===== config.mk =====
export PLATFORM = sky130hd
export DESIGN_NAME = tapm_cordic
export DESIGN_NICKNAME = d
export VERILOG_FILES = /design/src/rtl/core/tapm_pkg.sv /design/src/rtl/core/tapm_cordic.sv
export SDC_FILE = /design/constraint.sdc
export NUM_CORES = 1
export LEC_CHECK = 0
export ABC_CLOCK_PERIOD_IN_PS = 7300
export BUFFER_PORTS_ARGS = -buffer_cell sky130_fd_sc_hd__buf_4
export CAP_MARGIN = 40
export CORE_MARGIN = 2
export CORE_UTILIZATION = 30
export CTS_CLUSTER_DIAMETER = 40
export DETAILED_ROUTE_END_ITERATION = 16
export PLACE_DENSITY = 0.48
export SLEW_MARGIN = 20
export SYNTH_ARGS = -nofsm -noshare
export SYNTH_HDL_FRONTEND = slang
export SYNTH_SLANG_ARGS = --single-unit
export TNS_END_PERCENT = 50

===== constraint.sdc =====
create_clock -name clk_i -period 7.3 [get_ports clk_i]
set_input_delay 1.46 -clock clk_i [delete_from_list [all_inputs] [get_ports clk_i]]
set_output_delay 1.46 -clock clk_i [all_outputs]
set_load 0.03 [all_outputs]

===== src/rtl/core/tapm_pkg.sv =====
// ----------------------------------------------------------------------------
// tapm_pkg
// Shared types, constants and tables for the tone AM/PM/FM modulator core.
// ----------------------------------------------------------------------------
`default_nettype none

package tapm_pkg;

  // cordic
  localparam int unsigned CORDIC_STEPS = 16;
  localparam int unsigned ATAN_LEN     = 24;
  localparam int unsigned CORDIC_ITER  = (CORDIC_STEPS < ATAN_LEN) ? CORDIC_STEPS : ATAN_LEN;
  localparam int unsigned CORDIC_CNT_W = $clog2(ATAN_LEN);
  localparam int unsigned CORDIC_W     = 34;
  localparam int unsigned ATAN_W       = 30;
  localparam logic signed [CORDIC_W-1:0] CORDIC_X0 = 34'sd652032874;

  // phase offset scaling
  localparam logic [29:0] TURNS_PER_RAD = 30'd683565276;

  // divider
  localparam int unsigned DIVIDEND_W = 38;
  localparam int unsigned DIVISOR_W  = 17;
  localparam int unsigned DIV_CNT_W  = $clog2(DIVIDEND_W);

  // shared multiplier
  localparam int unsigned MUL_A_W = 33;
  localparam int unsigned MUL_B_W = 31;
  localparam int unsigned PROD_W  = MUL_A_W + MUL_B_W;

  // register reset values
  localparam logic [31:0] MSG_STEP_RST = 32'd2863312;
  localparam logic [31:0] CAR_STEP_RST = 32'd14316558;
  localparam logic [15:0] GAIN_RST     = 16'd128;
  localparam logic [16:0] MSG_FREQ_RST = 17'd100;
  localparam logic [15:0] SMP_CNT_RST  = 16'd15000;

  typedef enum logic [2:0] {
    CFG_MODE     = 3'd0,
    CFG_MSG_STEP = 3'd1,
    CFG_CAR_STEP = 3'd2,
    CFG_GAIN     = 3'd3,
    CFG_MSG_FREQ = 3'd4,
    CFG_SMP_CNT  = 3'd5
  } cfg_idx_e;

  typedef enum logic [1:0] {
    MODE_AM   = 2'd0,
    MODE_PM   = 2'd1,
    MODE_FM   = 2'd2,
    MODE_NONE = 2'd3
  } mode_e;

  typedef struct packed {
    logic              done;
    logic signed [15:0] cos_val;
    logic signed [15:0] sin_val;
  } cordic_res_t;

  typedef struct packed {
    logic                  done;
    logic [DIVIDEND_W-1:0] quot;
  } div_res_t;

  function automatic logic [ATAN_W-1:0] atan_turn(input logic [CORDIC_CNT_W-1:0] idx);
    logic [ATAN_W-1:0] v;
    case (idx)
      5'd0:    v = 30'd536870912;
      5'd1:    v = 30'd316933406;
      5'd2:    v = 30'd167458907;
      5'd3:    v = 30'd85004756;
      5'd4:    v = 30'd42667331;
      5'd5:    v = 30'd21354465;
      5'd6:    v = 30'd10679838;
      5'd7:    v = 30'd5340245;
      5'd8:    v = 30'd2670163;
      5'd9:    v = 30'd1335087;
      5'd10:   v = 30'd667544;
      5'd11:   v = 30'd333772;
      5'd12:   v = 30'd166886;
      5'd13:   v = 30'd83443;
      5'd14:   v = 30'd41722;
      5'd15:   v = 30'd20861;
      5'd16:   v = 30'd10430;
      5'd17:   v = 30'd5215;
      5'd18:   v = 30'd2608;
      5'd19:   v = 30'd1304;
      5'd20:   v = 30'd652;
      5'd21:   v = 30'd326;
      5'd22:   v = 30'd163;
      5'd23:   v = 30'd81;
      default: v = '0;
    endcase
    return v;
  endfunction

endpackage

`default_nettype wire


===== src/rtl/core/tapm_cordic.sv =====
// ----------------------------------------------------------------------------
// tapm_cordic
// Iterative rotation-mode CORDIC, one micro-rotation per cycle, giving
// rounded and saturated Q1.15 cosine and sine of a 32-bit turn angle.
// ----------------------------------------------------------------------------
`default_nettype none

module tapm_cordic (
  input  wire                  clk_i,
  input  wire                  rst_ni,
  input  wire                  start_i,
  input  wire  [31:0]          angle_i,
  output tapm_pkg::cordic_res_t res_o
);

  localparam int unsigned W = tapm_pkg::CORDIC_W;

  logic signed [W-1:0] x_q, y_q, z_q;
  logic signed [W-1:0] x_d, y_d, z_d;
  logic                neg_q, neg_d;
  logic [tapm_pkg::CORDIC_CNT_W-1:0] cnt_q, cnt_d;
  logic                busy_q, busy_d;
  logic                done_q, done_d;

  logic signed [W-1:0] z0, z0_fold;
  logic                z0_neg;
  logic signed [W-1:0] dx, dy, atan_v;
  logic signed [W-1:0] xr, yr, xs, ys;

  function automatic logic signed [15:0] sat16(input logic signed [W-1:0] v);
    logic signed [15:0] r;
    if (v[W-1:15] == '0 || v[W-1:15] == '1) r = v[15:0];
    else if (v[W-1])                         r = 16'sh8000;
    else                                     r = 16'sh7fff;
    return r;
  endfunction

  always_comb begin
    z0      = W'(signed'(angle_i));
    z0_fold = z0;
    z0_neg  = 1'b0;
    if (z0 > 34'sd1073741824) begin
      z0_fold = z0 - 34'sd2147483648;
      z0_neg  = 1'b1;
    end else if (z0 < -34'sd1073741824) begin
      z0_fold = z0 + 34'sd2147483648;
      z0_neg  = 1'b1;
    end
  end

  assign dx     = y_q >>> cnt_q;
  assign dy     = x_q >>> cnt_q;
  assign atan_v = signed'({{(W - tapm_pkg::ATAN_W){1'b0}}, tapm_pkg::atan_turn(cnt_q)});

  always_comb begin
    x_d    = x_q;
    y_d    = y_q;
    z_d    = z_q;
    neg_d  = neg_q;
    cnt_d  = cnt_q;
    busy_d = busy_q;
    done_d = 1'b0;
    if (start_i) begin
      x_d    = tapm_pkg::CORDIC_X0;
      y_d    = '0;
      z_d    = z0_fold;
      neg_d  = z0_neg;
      cnt_d  = '0;
      busy_d = 1'b1;
    end else if (busy_q) begin
      if (!z_q[W-1]) begin
        x_d = x_q - dx;
        y_d = y_q + dy;
        z_d = z_q - atan_v;
      end else begin
        x_d = x_q + dx;
        y_d = y_q - dy;
        z_d = z_q + atan_v;
      end
      cnt_d = cnt_q + 1'b1;
      if (cnt_q == tapm_pkg::CORDIC_CNT_W'(tapm_pkg::CORDIC_ITER - 1)) begin
        busy_d = 1'b0;
        done_d = 1'b1;
      end
    end
  end

  always_ff @(posedge clk_i or negedge rst_ni) begin
    if (!rst_ni) begin
      busy_q <= 1'b0;
      done_q <= 1'b0;
      cnt_q  <= '0;
    end else begin
      busy_q <= busy_d;
      done_q <= done_d;
      cnt_q  <= cnt_d;
    end
  end

  always_ff @(posedge clk_i) begin
    x_q   <= x_d;
    y_q   <= y_d;
    z_q   <= z_d;
    neg_q <= neg_d;
  end

  // unfold, round and saturate
  assign xr = (neg_q ? -x_q : x_q) + 34'sd16384;
  assign yr = (neg_q ? -y_q : y_q) + 34'sd16384;
  assign xs = xr >>> 15;
  assign ys = yr >>> 15;

  assign res_o.done    = done_q;
  assign res_o.cos_val = sat16(xs);
  assign res_o.sin_val = sat16(ys);

endmodule

`default_nettype wire


==> results.py <==
metrics = {
    "clock_tree": {
        "clock-root-buffer": "clkbuf_16",
        "cts_tree": "yes",
        "cts.sinks": 110,
        "insertion_delay_ps": 420,
        "cts_buffers": 9,
        "ctsHtreeMaxLevel": 3,
        "clkTransAtPathRegs_ps": 90,
        "cts_buffer_depth": 2,
    },
    "layout": {
        "finalNetCount": 2592,
        "final_cell_mix": "243 x nor2_1, 235 x nand2_1, 202 x a21oi_1",
        "nFillCells": 6576,
        "syn_to_final_growth_pct": 10.2,
        "n_antenna_cell": 0,
        "drive_above_1_share_pct": 13.4,
        "seq_area_um2": 2600,
        "multi_input_area_um2": 14900,
        "layout_commonest_cell": "nor2_1",
    },
    "detailed_routing": {
        "drtPass1Iterations": 5,
        "vias_per_cell": 5.84,
        "wl_per_cell_um": 22.6,
        "initialDrtViolationCount": 1758,
        "drc_errors": 0,
        "ant_nets": 0,
        "num_vias": 19200,
        "wirelength_um": 74300,
    },
    "critical_path": {
        "path_cells": "mux4_1, mux4_2, a221oi_2, and4bb_1, and4_1, nand2_1, or4_4, nor2_1, nor2_1, xor2_1, ha_1, nand4_1, nor2_1, nand3_1, nor3_1, o31ai_1, buf_4, o31ai_1, a41oi_1, a21oi_1, xnor2_1, a21oi_1, a31o_1",
        "cp_common_cell": "nor2_1",
        "cp.arrival_ps": 7130,
        "cp.required_ps": 7610,
        "r2r_slack_ps": 490,
        "cp_slowest_stage_delay_ps": 790,
        "end_kind": "flip-flop",
        "cp-startpoint": "cnt_q[0]",
        "endpoint": "y_q[33]",
        "reg2reg_to": "y_q[33]",
        "worstSetupPathType": "reg -> reg",
        "slowest_stage": "mux4_1",
        "startpoint_type": "flip-flop",
        "reg2reg_from": "cnt_q[0]",
        "r2r_cells": 23,
        "path_max_fanout": 19,
    },
    "timing": {
        "tightestPinTransition_ps": 893,
        "finalCritPeriodShare_pct": 93.3,
        "finalHoldViolCount": 0,
        "drv_slew": 0,
        "fin_crit_ps": 6810,
        "finalClockSkew_ps": 13.4,
        "setup_violations": 0,
        "slew_headroom_pct": 40.3,
        "max_freq_ghz": 0.147,
        "rsz0062_at_grt": "no",
        "fin_tns_setup_ps": 0,
    },
    "global_routing": {
        "grt_use_total_pct": 22.9,
        "grt_overflow": 0,
        "grt_pass1_wl_um": 113000,
        "grt_antenna_before_repair": 0,
        "grt_max_degree": 84,
        "grt_pass1_vias": 18400,
    },
    "logic_synthesis": {
        "yosys_warnings": 0,
        "synth_fp_nets": 2583,
        "synth_seq_cells": 110,
        "synth.distinct_cells": 101,
        "yosysSeqAreaShare_pct": 13.9,
        "syn_avg_cell_area_um2": 7.67,
        "synthArstFlopShare_pct": 6.36,
        "netlist_area_um2": 18700,
        "synth_edf_count": 35,
        "synth_ff_type": "dfxtp_1",
        "syn_inst": 2431,
    },
    "die": {
        "fp-row-count": 91,
        "die_area_um2": 64200,
        "die_y_um": 253,
        "fp.dieW_um": 253,
        "core_area_um2": 61600,
        "ios": 68,
        "initial_core_util_pct": 30.3,
    },
    "pwr": {
        "power_leakage_uw": 0.00847,
        "powerDensity_nw_per_um2": 577,
        "p_total_uw": 11900,
        "ir_drop_mv": 0.186,
    },
    "placement": {
        "dp_hpwl_um": 56700,
        "port_buffers": 67,
        "place.gp.congestion": 0.972,
    },
    "hold_path": {
        "hp-class": "reg -> reg",
    },
    "run_status": {
        "outcome": "completed",
    },
    "flow_run": {
        "cap_violations": 0,
    },
}
[cell type report]
cell class | instances | area share, %
Inverter | 75 | 1.37
Tap cell | 837 | 5.09
Timing Repair Buffer | 178 | 6.86
Clock inverter | 6 | 0.243
Multi-Input combinational cell | 2066 | 72.6
Sequential cell | 110 | 12.6
Clock buffer | 10 | 1.22
[what timing repair did]
action                     CTS  global route
gates resized for setup      0             4
hold buffers                 0             0
buffers inserted             0             2
setup endpoints to repair    0             7
[registers in the layout (all words and copies together) (netlist names)]
name    cells
y_q        34
done_q      1
busy_q      1
cnt_q       5
x_q        34
z_q        34
neg_q       1
[Yosys cell counts, types with 24 or more instances]
cell type    n  area, um^2
nor2_1     244         916
nand2_1    235         882
a21oi_1    202        1010
o21ai_0    181         906
xnor2_1    136        1190
ha_1       114        1430
clkbuf_1    97         364
mux2i_1     84         841
xor2_1      83         727
inv_1       70         263
dfxtp_1     68        1360
nor3_1      54         270
mux4_2      53        1190
a21o_1      52         390
nand3_1     50         250
mux2_2      44         495
a31oi_1     38         238
edfxtp_1    35        1050
buf_2       34         170
a211oi_1    31         233
and3_1      28         175
nor2b_1     27         169
o22ai_1     27         169
and2_1      25         156
nor4_1      24         150
[critical path: cells and delay by family (launching register included)]
kind                     cells  cell delay (ps)
adder cells (fa/ha/maj)      1              420
multiplexers                 2             1380
flip-flops                   1              690
AO/OA/AOI/OAI                7             1450
AND/OR/NAND/NOR             10             2290
XOR/XNOR                     2              330
buffers and inverters        1              170
[layer usage]
metal	vias up	global-route usage (%)	part of all wire, %
li1	9039	-	-
met1	9196	29.9	44
met5	-	0	0
met3	128	3.50	6.3
met4	0	8.83	3.9
met2	789	37.7	46
[per-stage QoR]
stage / instances / setup WS (ps) / utilization (%) / cell area, um^2 / hold WS [ps]
3_3_place_gp: 3254 / 370 / 32.7 / 20100 / 509
4_1_cts: 3276 / 300 / 33.2 / 20500 / 534
5_1_grt: 3282 / 23.9 / 33.4 / 20600 / 588
6_report: 3282 / 487 / 33.4 / 20600 / 525
2_1_floorplan: 2431 / 913 / - / 18700 / 492
3_5_place_dp: 3260 / 324 / 32.7 / 20200 / 508
[kinds of logic (layout without fill, tap and decap cells)]
kind of cell / after synthesis / in the layout / synth area share [%]
compound gates: 730 / 730 / 24.9
xor+xnor: 220 / 220 / 10.4
fa+ha+maj: 118 / 118 / 8.02
buf+inv: 255 / 269 / 6.24
flops: 110 / 110 / 13.9
mux: 200 / 200 / 16.2
simple gates: 798 / 798 / 20.4
[power breakdown]
group	switching (uW)	total [uW]	leakage (uW)	internal [uW]
Clock	296	554	0.000147	258
Sequential	462	1440	0.00103	977
Combinational	5680	9870	0.00729	4190
Total	6440	11900	0.00847	5420
[worst min-delay path by stage]
stage          cells after the start  endpoint  slack (ps)     from
6_report                           2   x_q[12]         520  x_q[12]
5_1_grt                            2   x_q[12]         590  x_q[12]
4_1_cts                            2   x_q[12]         530  x_q[12]
3_5_place_dp                       2   x_q[12]         510  x_q[12]
3_3_place_gp                       2   x_q[12]         510  x_q[12]
2_1_floorplan                      2    y_q[0]         490   y_q[0]
Note: power is estimated with default switching activity, not from simulation.
