==> src/rtl/core/tapm_pkg.sv <==
// ----------------------------------------------------------------------------
// tapm_pkg
// Shared types, constants and tables for the tone AM/PM/FM modulator core.
// ----------------------------------------------------------------------------
`default_nettype none

package tapm_pkg;

  // cordic
  localparam int unsigned CORDIC_STEPS = 16;
  localparam int unsigned ATAN_LEN     = 24;
  localparam int unsigned CORDIC_ITER  = (CORDIC_STEPS < ATAN_LEN) ? CORDIC_STEPS : ATAN_LEN;
  localparam int unsigned CORDIC_CNT_W = $clog2(ATAN_LEN);
  localparam int unsigned CORDIC_W     = 34;
  localparam int unsigned ATAN_W       = 30;
  localparam logic signed [CORDIC_W-1:0] CORDIC_X0 = 34'sd652032874;

  // phase offset scaling
  localparam logic [29:0] TURNS_PER_RAD = 30'd683565276;

  // divider
  localparam int unsigned DIVIDEND_W = 38;
  localparam int unsigned DIVISOR_W  = 17;
  localparam int unsigned DIV_CNT_W  = $clog2(DIVIDEND_W);

  // shared multiplier
  localparam int unsigned MUL_A_W = 33;
  localparam int unsigned MUL_B_W = 31;
  localparam int unsigned PROD_W  = MUL_A_W + MUL_B_W;

  // register reset values
  localparam logic [31:0] MSG_STEP_RST = 32'd2863312;
  localparam logic [31:0] CAR_STEP_RST = 32'd14316558;
  localparam logic [15:0] GAIN_RST     = 16'd128;
  localparam logic [16:0] MSG_FREQ_RST = 17'd100;
  localparam logic [15:0] SMP_CNT_RST  = 16'd15000;

  typedef enum logic [2:0] {
    CFG_MODE     = 3'd0,
    CFG_MSG_STEP = 3'd1,
    CFG_CAR_STEP = 3'd2,
    CFG_GAIN     = 3'd3,
    CFG_MSG_FREQ = 3'd4,
    CFG_SMP_CNT  = 3'd5
  } cfg_idx_e;

  typedef enum logic [1:0] {
    MODE_AM   = 2'd0,
    MODE_PM   = 2'd1,
    MODE_FM   = 2'd2,
    MODE_NONE = 2'd3
  } mode_e;

  typedef struct packed {
    logic              done;
    logic signed [15:0] cos_val;
    logic signed [15:0] sin_val;
  } cordic_res_t;

  typedef struct packed {
    logic                  done;
    logic [DIVIDEND_W-1:0] quot;
  } div_res_t;

  function automatic logic [ATAN_W-1:0] atan_turn(input logic [CORDIC_CNT_W-1:0] idx);
    logic [ATAN_W-1:0] v;
    case (idx)
      5'd0:    v = 30'd536870912;
      5'd1:    v = 30'd316933406;
      5'd2:    v = 30'd167458907;
      5'd3:    v = 30'd85004756;
      5'd4:    v = 30'd42667331;
      5'd5:    v = 30'd21354465;
      5'd6:    v = 30'd10679838;
      5'd7:    v = 30'd5340245;
      5'd8:    v = 30'd2670163;
      5'd9:    v = 30'd1335087;
      5'd10:   v = 30'd667544;
      5'd11:   v = 30'd333772;
      5'd12:   v = 30'd166886;
      5'd13:   v = 30'd83443;
      5'd14:   v = 30'd41722;
      5'd15:   v = 30'd20861;
      5'd16:   v = 30'd10430;
      5'd17:   v = 30'd5215;
      5'd18:   v = 30'd2608;
      5'd19:   v = 30'd1304;
      5'd20:   v = 30'd652;
      5'd21:   v = 30'd326;
      5'd22:   v = 30'd163;
      5'd23:   v = 30'd81;
      default: v = '0;
    endcase
    return v;
  endfunction

endpackage

`default_nettype wire

==> src/rtl/core/tapm_div.sv <==
// ----------------------------------------------------------------------------
// tapm_div
// Restoring unsigned divider, one quotient bit per cycle.
// ----------------------------------------------------------------------------
`default_nettype none

module tapm_div (
  input  wire                               clk_i,
  input  wire                               rst_ni,
  input  wire                               start_i,
  input  wire  [tapm_pkg::DIVIDEND_W-1:0]   dividend_i,
  input  wire  [tapm_pkg::DIVISOR_W-1:0]    divisor_i,
  output tapm_pkg::div_res_t                res_o
);

  localparam int unsigned NW = tapm_pkg::DIVIDEND_W;
  localparam int unsigned DW = tapm_pkg::DIVISOR_W;

  logic [NW-1:0] dq_q, dq_d;
  logic [DW-1:0] rem_q, rem_d;
  logic [DW-1:0] dsr_q, dsr_d;
  logic [tapm_pkg::DIV_CNT_W-1:0] cnt_q, cnt_d;
  logic          busy_q, busy_d;
  logic          done_q, done_d;

  logic [DW:0]   trial;
  logic          fits;

  assign trial = {rem_q, dq_q[NW-1]};
  assign fits  = (trial >= {1'b0, dsr_q});

  always_comb begin
    dq_d   = dq_q;
    rem_d  = rem_q;
    dsr_d  = dsr_q;
    cnt_d  = cnt_q;
    busy_d = busy_q;
    done_d = 1'b0;
    if (start_i) begin
      dq_d   = dividend_i;
      rem_d  = '0;
      dsr_d  = divisor_i;
      cnt_d  = '0;
      busy_d = 1'b1;
    end else if (busy_q) begin
      rem_d = fits ? DW'(trial - {1'b0, dsr_q}) : trial[DW-1:0];
      dq_d  = {dq_q[NW-2:0], fits};
      cnt_d = cnt_q + 1'b1;
      if (cnt_q == tapm_pkg::DIV_CNT_W'(NW - 1)) begin
        busy_d = 1'b0;
        done_d = 1'b1;
      end
    end
  end

  always_ff @(posedge clk_i or negedge rst_ni) begin
    if (!rst_ni) begin
      busy_q <= 1'b0;
      done_q <= 1'b0;
      cnt_q  <= '0;
    end else begin
      busy_q <= busy_d;
      done_q <= done_d;
      cnt_q  <= cnt_d;
    end
  end

  always_ff @(posedge clk_i) begin
    dq_q  <= dq_d;
    rem_q <= rem_d;
    dsr_q <= dsr_d;
  end

  assign res_o.done = done_q;
  assign res_o.quot = dq_q;

endmodule

`default_nettype wire

==> config.mk <==
export PLATFORM = sky130hd
export DESIGN_NAME = tapm_div
export DESIGN_NICKNAME = d
export VERILOG_FILES = /design/src/rtl/core/tapm_pkg.sv /design/src/rtl/core/tapm_div.sv
export SDC_FILE = /design/constraint.sdc
export NUM_CORES = 1
export LEC_CHECK = 0
export BUFFER_PORTS_ARGS = -buffer_cell sky130_fd_sc_hd__buf_2
export CORE_AREA = 2 2 112 114
export CTS_CLUSTER_DIAMETER = 30
export CTS_CLUSTER_SIZE = 20
export DETAILED_ROUTE_END_ITERATION = 6
export DIE_AREA = 0 0 114 116
export MAX_ROUTING_LAYER = met4
export PLACE_DENSITY = 0.62
export SKIP_CTS_REPAIR_TIMING = 1
export SLEW_MARGIN = 20
export SYNTH_ARGS = -nofsm -noshare
export SYNTH_HDL_FRONTEND = slang
export SYNTH_SLANG_ARGS = --single-unit
==> constraint.sdc <==
create_clock -name clk_i -period 9.5 [get_ports clk_i]
set_clock_uncertainty 0.15 [all_clocks]
set_input_delay 0.95 -clock clk_i [delete_from_list [all_inputs] [get_ports clk_i]]
set_output_delay 0.95 -clock clk_i [all_outputs]
set_load 0.005 [all_outputs]
==> results.cfg, run 1 <==
[die]
rows = 40
die_area_mm2 = 0.01322
core_mm2 = 0.01191
initial_utilization = 0.3465
die_y_um = 116
fp.dieW_um = 114
ios = 97

[critical_path]
crit_slowest_cell = fa_1
worstPathCellList = inv_1, ha_1, inv_1, fa_1, a21o_1, a221o_1, a221o_1, a21oi_2, o41ai_4, buf_4, mux2_4, a211oi_2
r2r_end = rem_q[0]$_SDFFE_PP0P_
reg2reg_slack_ns = 6.16
critPathMaxFanout = 21
crit_type = flip-flop to flip-flop
slowest_delay_ns = 0.39
critPathBufInv = 3
arrival_ns = 3.45
critical_path_required_ns = 9.61
start_kind = flip-flop
cp_top_family = compound AO/OA/AOI/OAI gates
cp-end-kind = flip-flop
critPathLaunch = dq_q[37]$_DFFE_PP_
crit_cells = 12
r2r-start = dq_q[37]$_DFFE_PP_
ff2ff_path_depth = 12

[synth]
synth_top_area_share = 0.4001
synth-warning-count = 0
synth_xor_area_frac = 0.03395
synth_top_area_cell = edfxtp_1
synthMuxAreaShare = 0.1416
netlist_area_mm2 = 0.004128
synth_compound_area_frac = 0.1164
synthSimpleGateAreaFrac = 0.07881
netlist_instances = 338
synthAdderAreaFrac = 0.06244
postSynth.asyncResetShare = 0.1000
ys_top_cells_by_area = edfxtp_1, mux2_2, dfxtp_1, ha_1, dfrtp_1
ys_seq_area_frac = 0.5311
synth_top_family_by_area = multiplexers
syn_nets = 416
yosysMostFrequentCell = edfxtp_1
synth_edf_count = 55
synth_common_cells = edfxtp_1, mux2_2, nor2_1
synth_cell_types = 51
yosys_most_used_dff = edfxtp_1
syn_area_per_cell_um2 = 12.21
synth-seq-cells = 80

[drt]
drc = 0
ant_nets = 0
drtIter0Drc = 124
wl_mm = 8.936
wire_per_inst_um = 15.22
first_pass_iters = 4
vias = 2941
via_per_inst = 5.010

[cts]
clk_pin_slew_ns = 0.06
numClockSinks = 80
cts_tree = done
clock_latency_ns = 0.34
cts-root-buf = clkbuf_16
clock_path_buffers = 2
h-tree-depth = 3
cts_buffers = 9

[global_routing]
grt_pass1_vias = 2998
grt_pass1_wl_mm = 14.81
grt_max_degree = 55
overflow = 0
gr-usage-all-layers = 0.1491
antenna_found_initial = 0

[worst_hold_path]
hp-class = primary input to async pin

[placement]
io_buffers = 96
dp_cells = 571
dp_hpwl_mm = 6.304
routabilityCongestion = 0.8398

[timing]
rsz0062_at_grt = no
final_hold_viol_count = 0
tns_ns = 0
slew_viol_final = 0
relSlewSlack = 0.3879
finalSetupViolCount = 0
period_needed_ns = 3.342
worst_slew_pin_slew_ns = 0.9182
fmax_mhz = 299.2
fin_crit_sh = 0.3518

[power]
vdd_drop_max_mv = 0.09934
power_density_mw_per_mm2 = 198.9
leakage_nw = 2.202

[run_status]
status = finished clean

[layout]
final_cells = 587
drive_gt1_frac = 0.3636
fin_nets = 513
syn2layout_area_growth_pct = 22.86
diodes = 0

[job]
drv_cap = 0
==> stage by stage <==
stage | area, um^2 | worst slack [ns] | hold WS (ns) | util | total power [W]
6_report | 5071 | 6.158 | 0.2946 | 0.4257 | 0.001009
5_1_grt | 5071 | 5.967 | 0.3000 | 0.4257 | 0.001060
4_1_cts | 5071 | 6.148 | 0.2897 | 0.4257 | 0.001019
3_5_place_dp | 4757 | 6.175 | 0.3355 | 0.3994 | 0.0006459
3_3_place_gp | 4757 | 6.227 | 0.3263 | 0.3994 | 0.0006436
2_1_floorplan | 4128 | 6.377 | 0.3026 | - | 0.0005832
==> area by class of cell <==
| cell class | count | area (um^2) |
|---|---|---|
| multi-input cells | 222 | 1788 |
| flip-flops and latches | 80 | 2192 |
| clock inverters | 5 | 81.33 |
| inverters | 22 | 82.58 |
| well taps | 147 | 183.9 |
| clock buffers | 11 | 232.7 |
| repair buffers | 100 | 510.5 |
| fillers | 1135 | 6840 |
==> worst reg2reg max path: stages (launching register included) <==
cell      delay (ns)
edfxtp_1        0.38
inv_1           0.09
ha_1            0.16
inv_1           0.05
fa_1            0.39
a21o_1          0.21
a221o_1         0.36
a221o_1         0.37
a21oi_2         0.24
o41ai_4         0.08
buf_4           0.25
mux2_4          0.34
a211oi_2        0.20
==> routing by layer <==
metal / vias to the layer above / global-route usage / share of wire
met5: - / - / 0
met4: 0 / 0.07073 / 0.017
met3: 11 / 0.03556 / 0.057
met2: 89 / 0.2143 / 0.43
met1: 1390 / 0.1985 / 0.49
li1: 1451 / - / -
==> kinds of logic (layout without fill, tap and decap cells) <==
kind of cell	count (synthesis)	count (layout)
AOI/OAI and AO/OA	67	67
DFF	80	80
xor gates and xnor gates	16	16
adders and majority gates	20	20
and+or+nand+nor	66	66
buffers and inverters	36	138
muxes	53	53
==> flip-flops by register name (all words and copies together), names as in the netlist <==
| name | cells |
|---|---|
| busy_q | 1 |
| done_q | 1 |
| dq_q | 38 |
| rem_q | 17 |
| dsr_q | 17 |
| cnt_q | 6 |
==> how the worst max path moves through the flow <==
stage / endpoint / slack, ns
floorplan: dq_q[0]$_DFFE_PP_ / 6.38
global placement: rem_q[0]$_SDFFE_PP0P_ / 6.23
detailed placement: rem_q[0]$_SDFFE_PP0P_ / 6.17
CTS: rem_q[0]$_SDFFE_PP0P_ / 6.15
global route: rem_q[0]$_SDFFE_PP0P_ / 5.97
finish: rem_q[0]$_SDFFE_PP0P_ / 6.16
==> layout by cell type, fill, tap and decap left out, drive strengths merged, types with 3 or more instances in the layout <==
cell	n
a211oi	11
a21o	8
a21oi	13
a31oi	3
and3	5
buf	100
clkbuf	11
dfrtp	8
dfxtp	17
edfxtp	55
ha	19
inv	22
mux2	40
mux2i	13
nand2	16
nand2b	3
nand4	3
nor2	25
nor3	3
o21a	3
o21ai	16
xnor2	10
xor2	6
==> report_power, final <==
| part | switching [W] | internal, W |
|---|---|---|
| clock | 0.000138 | 0.000230 |
| sequential | 0.0000214 | 0.000412 |
| combinational | 0.000104 | 0.000103 |
No activity file was read; power rests on OpenSTA's default activity.
==> run 2, diff against run 1 <==
==> constraint.sdc (replaced) <==
create_clock -name clk_i -period 3.4 [get_ports clk_i]
set_clock_uncertainty 0.15 [all_clocks]
set_input_delay 0.34 -clock clk_i [delete_from_list [all_inputs] [get_ports clk_i]]
set_output_delay 0.34 -clock clk_i [all_outputs]
set_load 0.005 [all_outputs]
==> run 2 against run 1 <==
Net effect:
- maximum frequency rose by 2.1%
- die area did not move
- final area rose by 1.6%
- sequential power rose to 2.8 times the previous value
- count of clock-buffer cells in the layout did not move
- utilization rose by 0.66 points
- largest power group unchanged
- total power rose to 2.8 times the previous value
- non-clock buffer count rose by 10
- register-to-register slack got worse by 6.0 ns
- via count rose by 2.3%
- cell count rose by 1.7%
- critical path depth rose by 1
==> results.cfg, run 2 (same netlist as run 1, synthesis figures left out) <==
[run_status]
status = finished clean

[placement]
io_buffers = 96
routabilityCongestion = 0.8880
dp_hpwl_mm = 6.521
dpl-instance-area_mm2 = 0.004780

[drt]
ant_nets = 0
drtIter0Drc = 126
vias = 3009
wire_per_inst_um = 15.60
first_pass_iters = 4
drc = 0
wl_mm = 9.315
via_per_inst = 5.040

[layout]
diodes = 0
stdcell_area_mm2 = 0.005150
syn2layout_area_growth_pct = 24.77
reg_top3 = dq_q x38, dsr_q x17, rem_q x17
n_fill_cell = 1117
drive_gt1_frac = 0.3844
largest_register = dq_q
largest_reg_flops = 38
final_cell_mix = buf_2, edfxtp_1, mux2_2
final_common_cell = buf_2
fin_nets = 523

[global_routing]
grt_max_degree = 73
grt_pass1_wl_mm = 14.95
overflow = 0
grt_pass1_vias = 3098
gr-usage-all-layers = 0.1498
antenna_found_initial = 0

[critical_path]
crit_slowest_cell = edfxtp_1
crit_type = flip-flop to flip-flop
arrival_ns = 3.30
critPathBufInv = 4
cp-end-kind = flip-flop
slowest_delay_ns = 0.41
cp_common_cell = a221o_1
start_kind = flip-flop
critPathMaxFanout = 7
cp_top_family = compound AO/OA/AOI/OAI gates
critical_path_required_ns = 3.43
worstPathCellList = inv_2, ha_1, inv_1, fa_1, a21o_1, a221o_1, a221o_1, a21oi_4, o41ai_4, buf_6, buf_4, mux2i_2, a211oi_2

[worst_hold_path]
hp-class = primary input to flip-flop

[timing]
finalSetupViolCount = 0
worst_slew_pin_slew_ns = 0.8978
final_hold_viol_count = 0
slew_viol_final = 0
tns_ns = 0
period_needed_ns = 3.272
fmax_mhz = 305.6
relSlewSlack = 0.4014
fin_crit_sh = 0.9625

[power]
p_switching_w = 0.0007523
power_density_mw_per_mm2 = 542.1
leakage_nw = 2.250
vdd_drop_max_mv = 0.2523
p_int_w = 0.002040
p_clk_frac = 0.340
seqPwrFrac = 0.435
switching_share = 0.2695
power_frac_comb = 0.225

[die]
fp.dieW_um = 114
die_y_um = 116
initial_utilization = 0.3465
ios = 97
core_mm2 = 0.01191
rows = 40
die_area_mm2 = 0.01322

[cts]
h-tree-depth = 3
clock_path_buffers = 2
cts-root-buf = clkbuf_16
cts_tree = done
clk_pin_slew_ns = 0.06
clock_latency_ns = 0.34
numClockSinks = 80
cts_buffers = 9

[job]
drv_cap = 0
==> run 2: metal layers <==
metal | global-route usage | wire, um
met2 | 0.2258 | 4077
met1 | 0.1969 | 4625
met4 | 0.07886 | 201
met3 | 0.02092 | 411
met5 | - | 0
==> run 2: final timing paths <==
path / startpoint / to / slack, ns / depth (start not counted)
min: divisor_i[8] / dsr_q[8]$_DFFE_PP_ / 0.02 / 1
min in group asynchronous: rst_ni / busy_q$_DFF_PN0_ / 0.22 / 2
max reg2reg: dq_q[37]$_DFFE_PP_ / rem_q[3]$_SDFFE_PP0P_ / 0.13 / 13
max in group asynchronous: rst_ni / done_q$_DFF_PN0_ / 2.70 / 2
min reg2reg: rem_q[8]$_SDFFE_PP0P_ / rem_q[8]$_SDFFE_PP0P_ / 0.35 / 2
max: dq_q[37]$_DFFE_PP_ / rem_q[3]$_SDFFE_PP0P_ / 0.13 / 13
==> run 2: final cells by class <==
class                   count  area, um^2  area share
inverters                  22       82.58     0.01603
well taps                 147       183.9     0.03571
multi-input cells         222        1809      0.3513
clock buffers              11       232.7     0.04519
flip-flops and latches     80        2192      0.4257
repair buffers            110       591.8      0.1149
clock inverters             5       57.56     0.01118
==> run 2: metrics by stage <==
| step | hold slack, ns | total power (W) | std cells | util | worst slack, ns |
|---|---|---|---|---|---|
| floorplan | -0.1056 | 0.001630 | 338 | - | 0.2769 |
| global route | 0.01281 | 0.002933 | 597 | 0.4324 | -0.001504 |
| finish | 0.02375 | 0.002792 | 597 | 0.4324 | 0.1276 |
| detailed placement | 0.04747 | 0.001823 | 574 | 0.4013 | -0.03338 |
| CTS | -0.3227 | 0.002787 | 590 | 0.4256 | -0.04910 |
| global placement | 0.04246 | 0.001815 | 574 | 0.4013 | 0.1313 |
==> run 2: power groups by stage <==
stage | Clock [W] | Combinational, W | Sequential, W
after global routing | 0.00101 | 0.000692 | 0.00123
after global placement | 0 | 0.000586 | 0.00123
final | 0.000950 | 0.000628 | 0.00121
after floorplan | 0 | 0.000407 | 0.00122
after CTS | 0.000978 | 0.000595 | 0.00121
after detailed placement | 0 | 0.000594 | 0.00123
==> run 3, diff against run 2 <==
--- a/config.mk
+++ b/config.mk
@@ -6,13 +6,15 @@
 export NUM_CORES = 1
 export LEC_CHECK = 0
 export BUFFER_PORTS_ARGS = -buffer_cell sky130_fd_sc_hd__buf_2
+export CELL_PAD_IN_SITES_DETAIL_PLACEMENT = 1
+export CELL_PAD_IN_SITES_GLOBAL_PLACEMENT = 1
 export CORE_AREA = 2 2 112 114
 export CTS_CLUSTER_DIAMETER = 30
 export CTS_CLUSTER_SIZE = 20
 export DETAILED_ROUTE_END_ITERATION = 6
 export DIE_AREA = 0 0 114 116
 export MAX_ROUTING_LAYER = met4
-export PLACE_DENSITY = 0.62
+export PLACE_DENSITY = 0.74
 export SKIP_CTS_REPAIR_TIMING = 1
 export SLEW_MARGIN = 20
 export SYNTH_ARGS = -nofsm -noshare
==> run 3 against run 2 <==
Net effect:
- first-iteration DRC count fell by 15%
- cell count is 1.2% higher
- register-to-register slack improved by 0.05 ns
- final area up 0.44%
- total power is 1.2% higher
- utilization increased by 0.19 points
- critical endpoint is now rem_q[0]$_SDFFE_PP0P_
- largest power group unchanged
==> results.cfg, run 3 (same netlist as run 1, synthesis figures left out) <==
[critical_path]
slowest_delay_ns = 0.38
start_kind = flip-flop
critPathMaxFanout = 5
critPathLaunch = dq_q[37]$_DFFE_PP_
worstPathCellList = inv_1, ha_1, inv_1, fa_2, a21o_1, a221o_1, a221o_1, a21oi_2, o41ai_4, buf_4, mux2_4, a211oi_2
critPathBufInv = 3
arrival_ns = 3.34
r2r-start = dq_q[37]$_DFFE_PP_
cp-end-kind = flip-flop
critical_path_required_ns = 3.52
crit_type = flip-flop to flip-flop
crit_slowest_cell = edfxtp_1
cp_top_family = compound AO/OA/AOI/OAI gates

[global_routing]
grt_pass1_vias = 3327
overflow = 0
gr-usage-all-layers = 0.1736
antenna_found_initial = 2
grt_pass1_wl_mm = 16.93
grt_max_degree = 44

[timing]
fmax_mhz = 310.8
worst_slew_pin_slew_ns = 0.6070
worst_slack_ns = 0.1825
rsz0062_at_grt = no
relSlewSlack = 0.5929
tns_ns = 0
final_hold_viol_count = 0
period_needed_ns = 3.217
finalSetupViolCount = 0
fin_crit_sh = 0.9463
slew_viol_final = 0

[cts]
numClockSinks = 80
cts_buffers = 9
clk_pin_slew_ns = 0.06
clock_latency_ns = 0.35
h-tree-depth = 3
cts_tree = done
clock_path_buffers = 2
cts-root-buf = clkbuf_16

[drt]
vias = 3066
drtIter0Drc = 107
drc = 0
first_pass_iters = 4
wl_mm = 10.46
ant_nets = 0
wire_per_inst_um = 17.31
via_per_inst = 5.076

[die]
die_area_mm2 = 0.01322
die_y_um = 116
fp.dieW_um = 114
ios = 97
initial_utilization = 0.3465
rows = 40
core_mm2 = 0.01191

[layout]
final_common_cell = buf_2
largest_reg_flops = 38
final_cell_mix = buf_2, edfxtp_1, mux2_2
fin_nets = 528
final_cells = 604
largest_register = dq_q
reg_top3 = dq_q x38, dsr_q x17, rem_q x17
drive_gt1_frac = 0.3846
syn2layout_area_growth_pct = 25.31

[job]
drv_cap = 0

[power]
vdd_drop_max_mv = 0.2771
leakage_nw = 2.267
switching_share = 0.2773
finalPower_w = 0.002826
power_density_mw_per_mm2 = 546.3
p_int_w = 0.002042
p_switching_w = 0.0007837
p_clk_frac = 0.339
seqPwrFrac = 0.430
power_frac_comb = 0.231

[placement]
io_buffers = 96
dp_hpwl_mm = 7.603
dp_cells = 579
post-place-ws_ns = 0.03478
routabilityCongestion = 0.8196

[run_status]
status = finished clean

[worst_hold_path]
hp-class = primary input to flip-flop
hold_start = divisor_i[14]
## run 3: path summary, 6_finish.rpt
kind                            slack [ns]                     to  cells after the start
worst min-delay path                  0.02    dsr_q[14]$_DFFE_PP_                      1
worst max-delay path                  0.18  rem_q[0]$_SDFFE_PP0P_                     12
min in group asynchronous             0.23   cnt_q[2]$_DFFE_PN0P_                      2
worst max register to register        0.18  rem_q[0]$_SDFFE_PP0P_                     12
max in group asynchronous             2.70   cnt_q[3]$_DFFE_PN0P_                      2
worst min register to register        0.34  rem_q[2]$_SDFFE_PP0P_                      2
## run 3: cell type report
cell class / count / area [um^2]
diodes: 2 / 5.005
clock buffers: 10 / 229.0
clock inverters: 6 / 60.06
fillers: 1333 / 6739
inverters: 22 / 82.58
multi-input cells: 222 / 1790
flip-flops and latches: 80 / 2192
well taps: 147 / 183.9
repair buffers: 115 / 629.4
## run 3: power by group through the flow
stage / Sequential (W) / Clock [W] / Combinational, W
2_1_floorplan: 0.00122 / 0 / 0.000407
3_3_place_gp: 0.00123 / 0 / 0.000598
3_5_place_dp: 0.00123 / 0 / 0.000624
4_1_cts: 0.00122 / 0.000995 / 0.000631
5_1_grt: 0.00123 / 0.00102 / 0.000721
6_report: 0.00121 / 0.000958 / 0.000654
## run 3: routing by layer
metal | vias up | GRT usage | part of all wire
met5 | - | - | 0
met4 | 0 | 0.07480 | 0.020
met3 | 16 | 0.05492 | 0.074
met2 | 101 | 0.2742 | 0.47
met1 | 1471 | 0.2048 | 0.43
li1 | 1478 | - | -
## run 3: metrics by stage
stage,util,hold slack [ns],cell area [um^2]
finish,0.4342,0.01671,5172
global placement,0.4044,0.03975,4817
detailed placement,0.4044,0.04682,4817
floorplan,-,-0.1056,4128
global route,0.4342,0.007229,5172
CTS,0.4287,-0.3294,5106
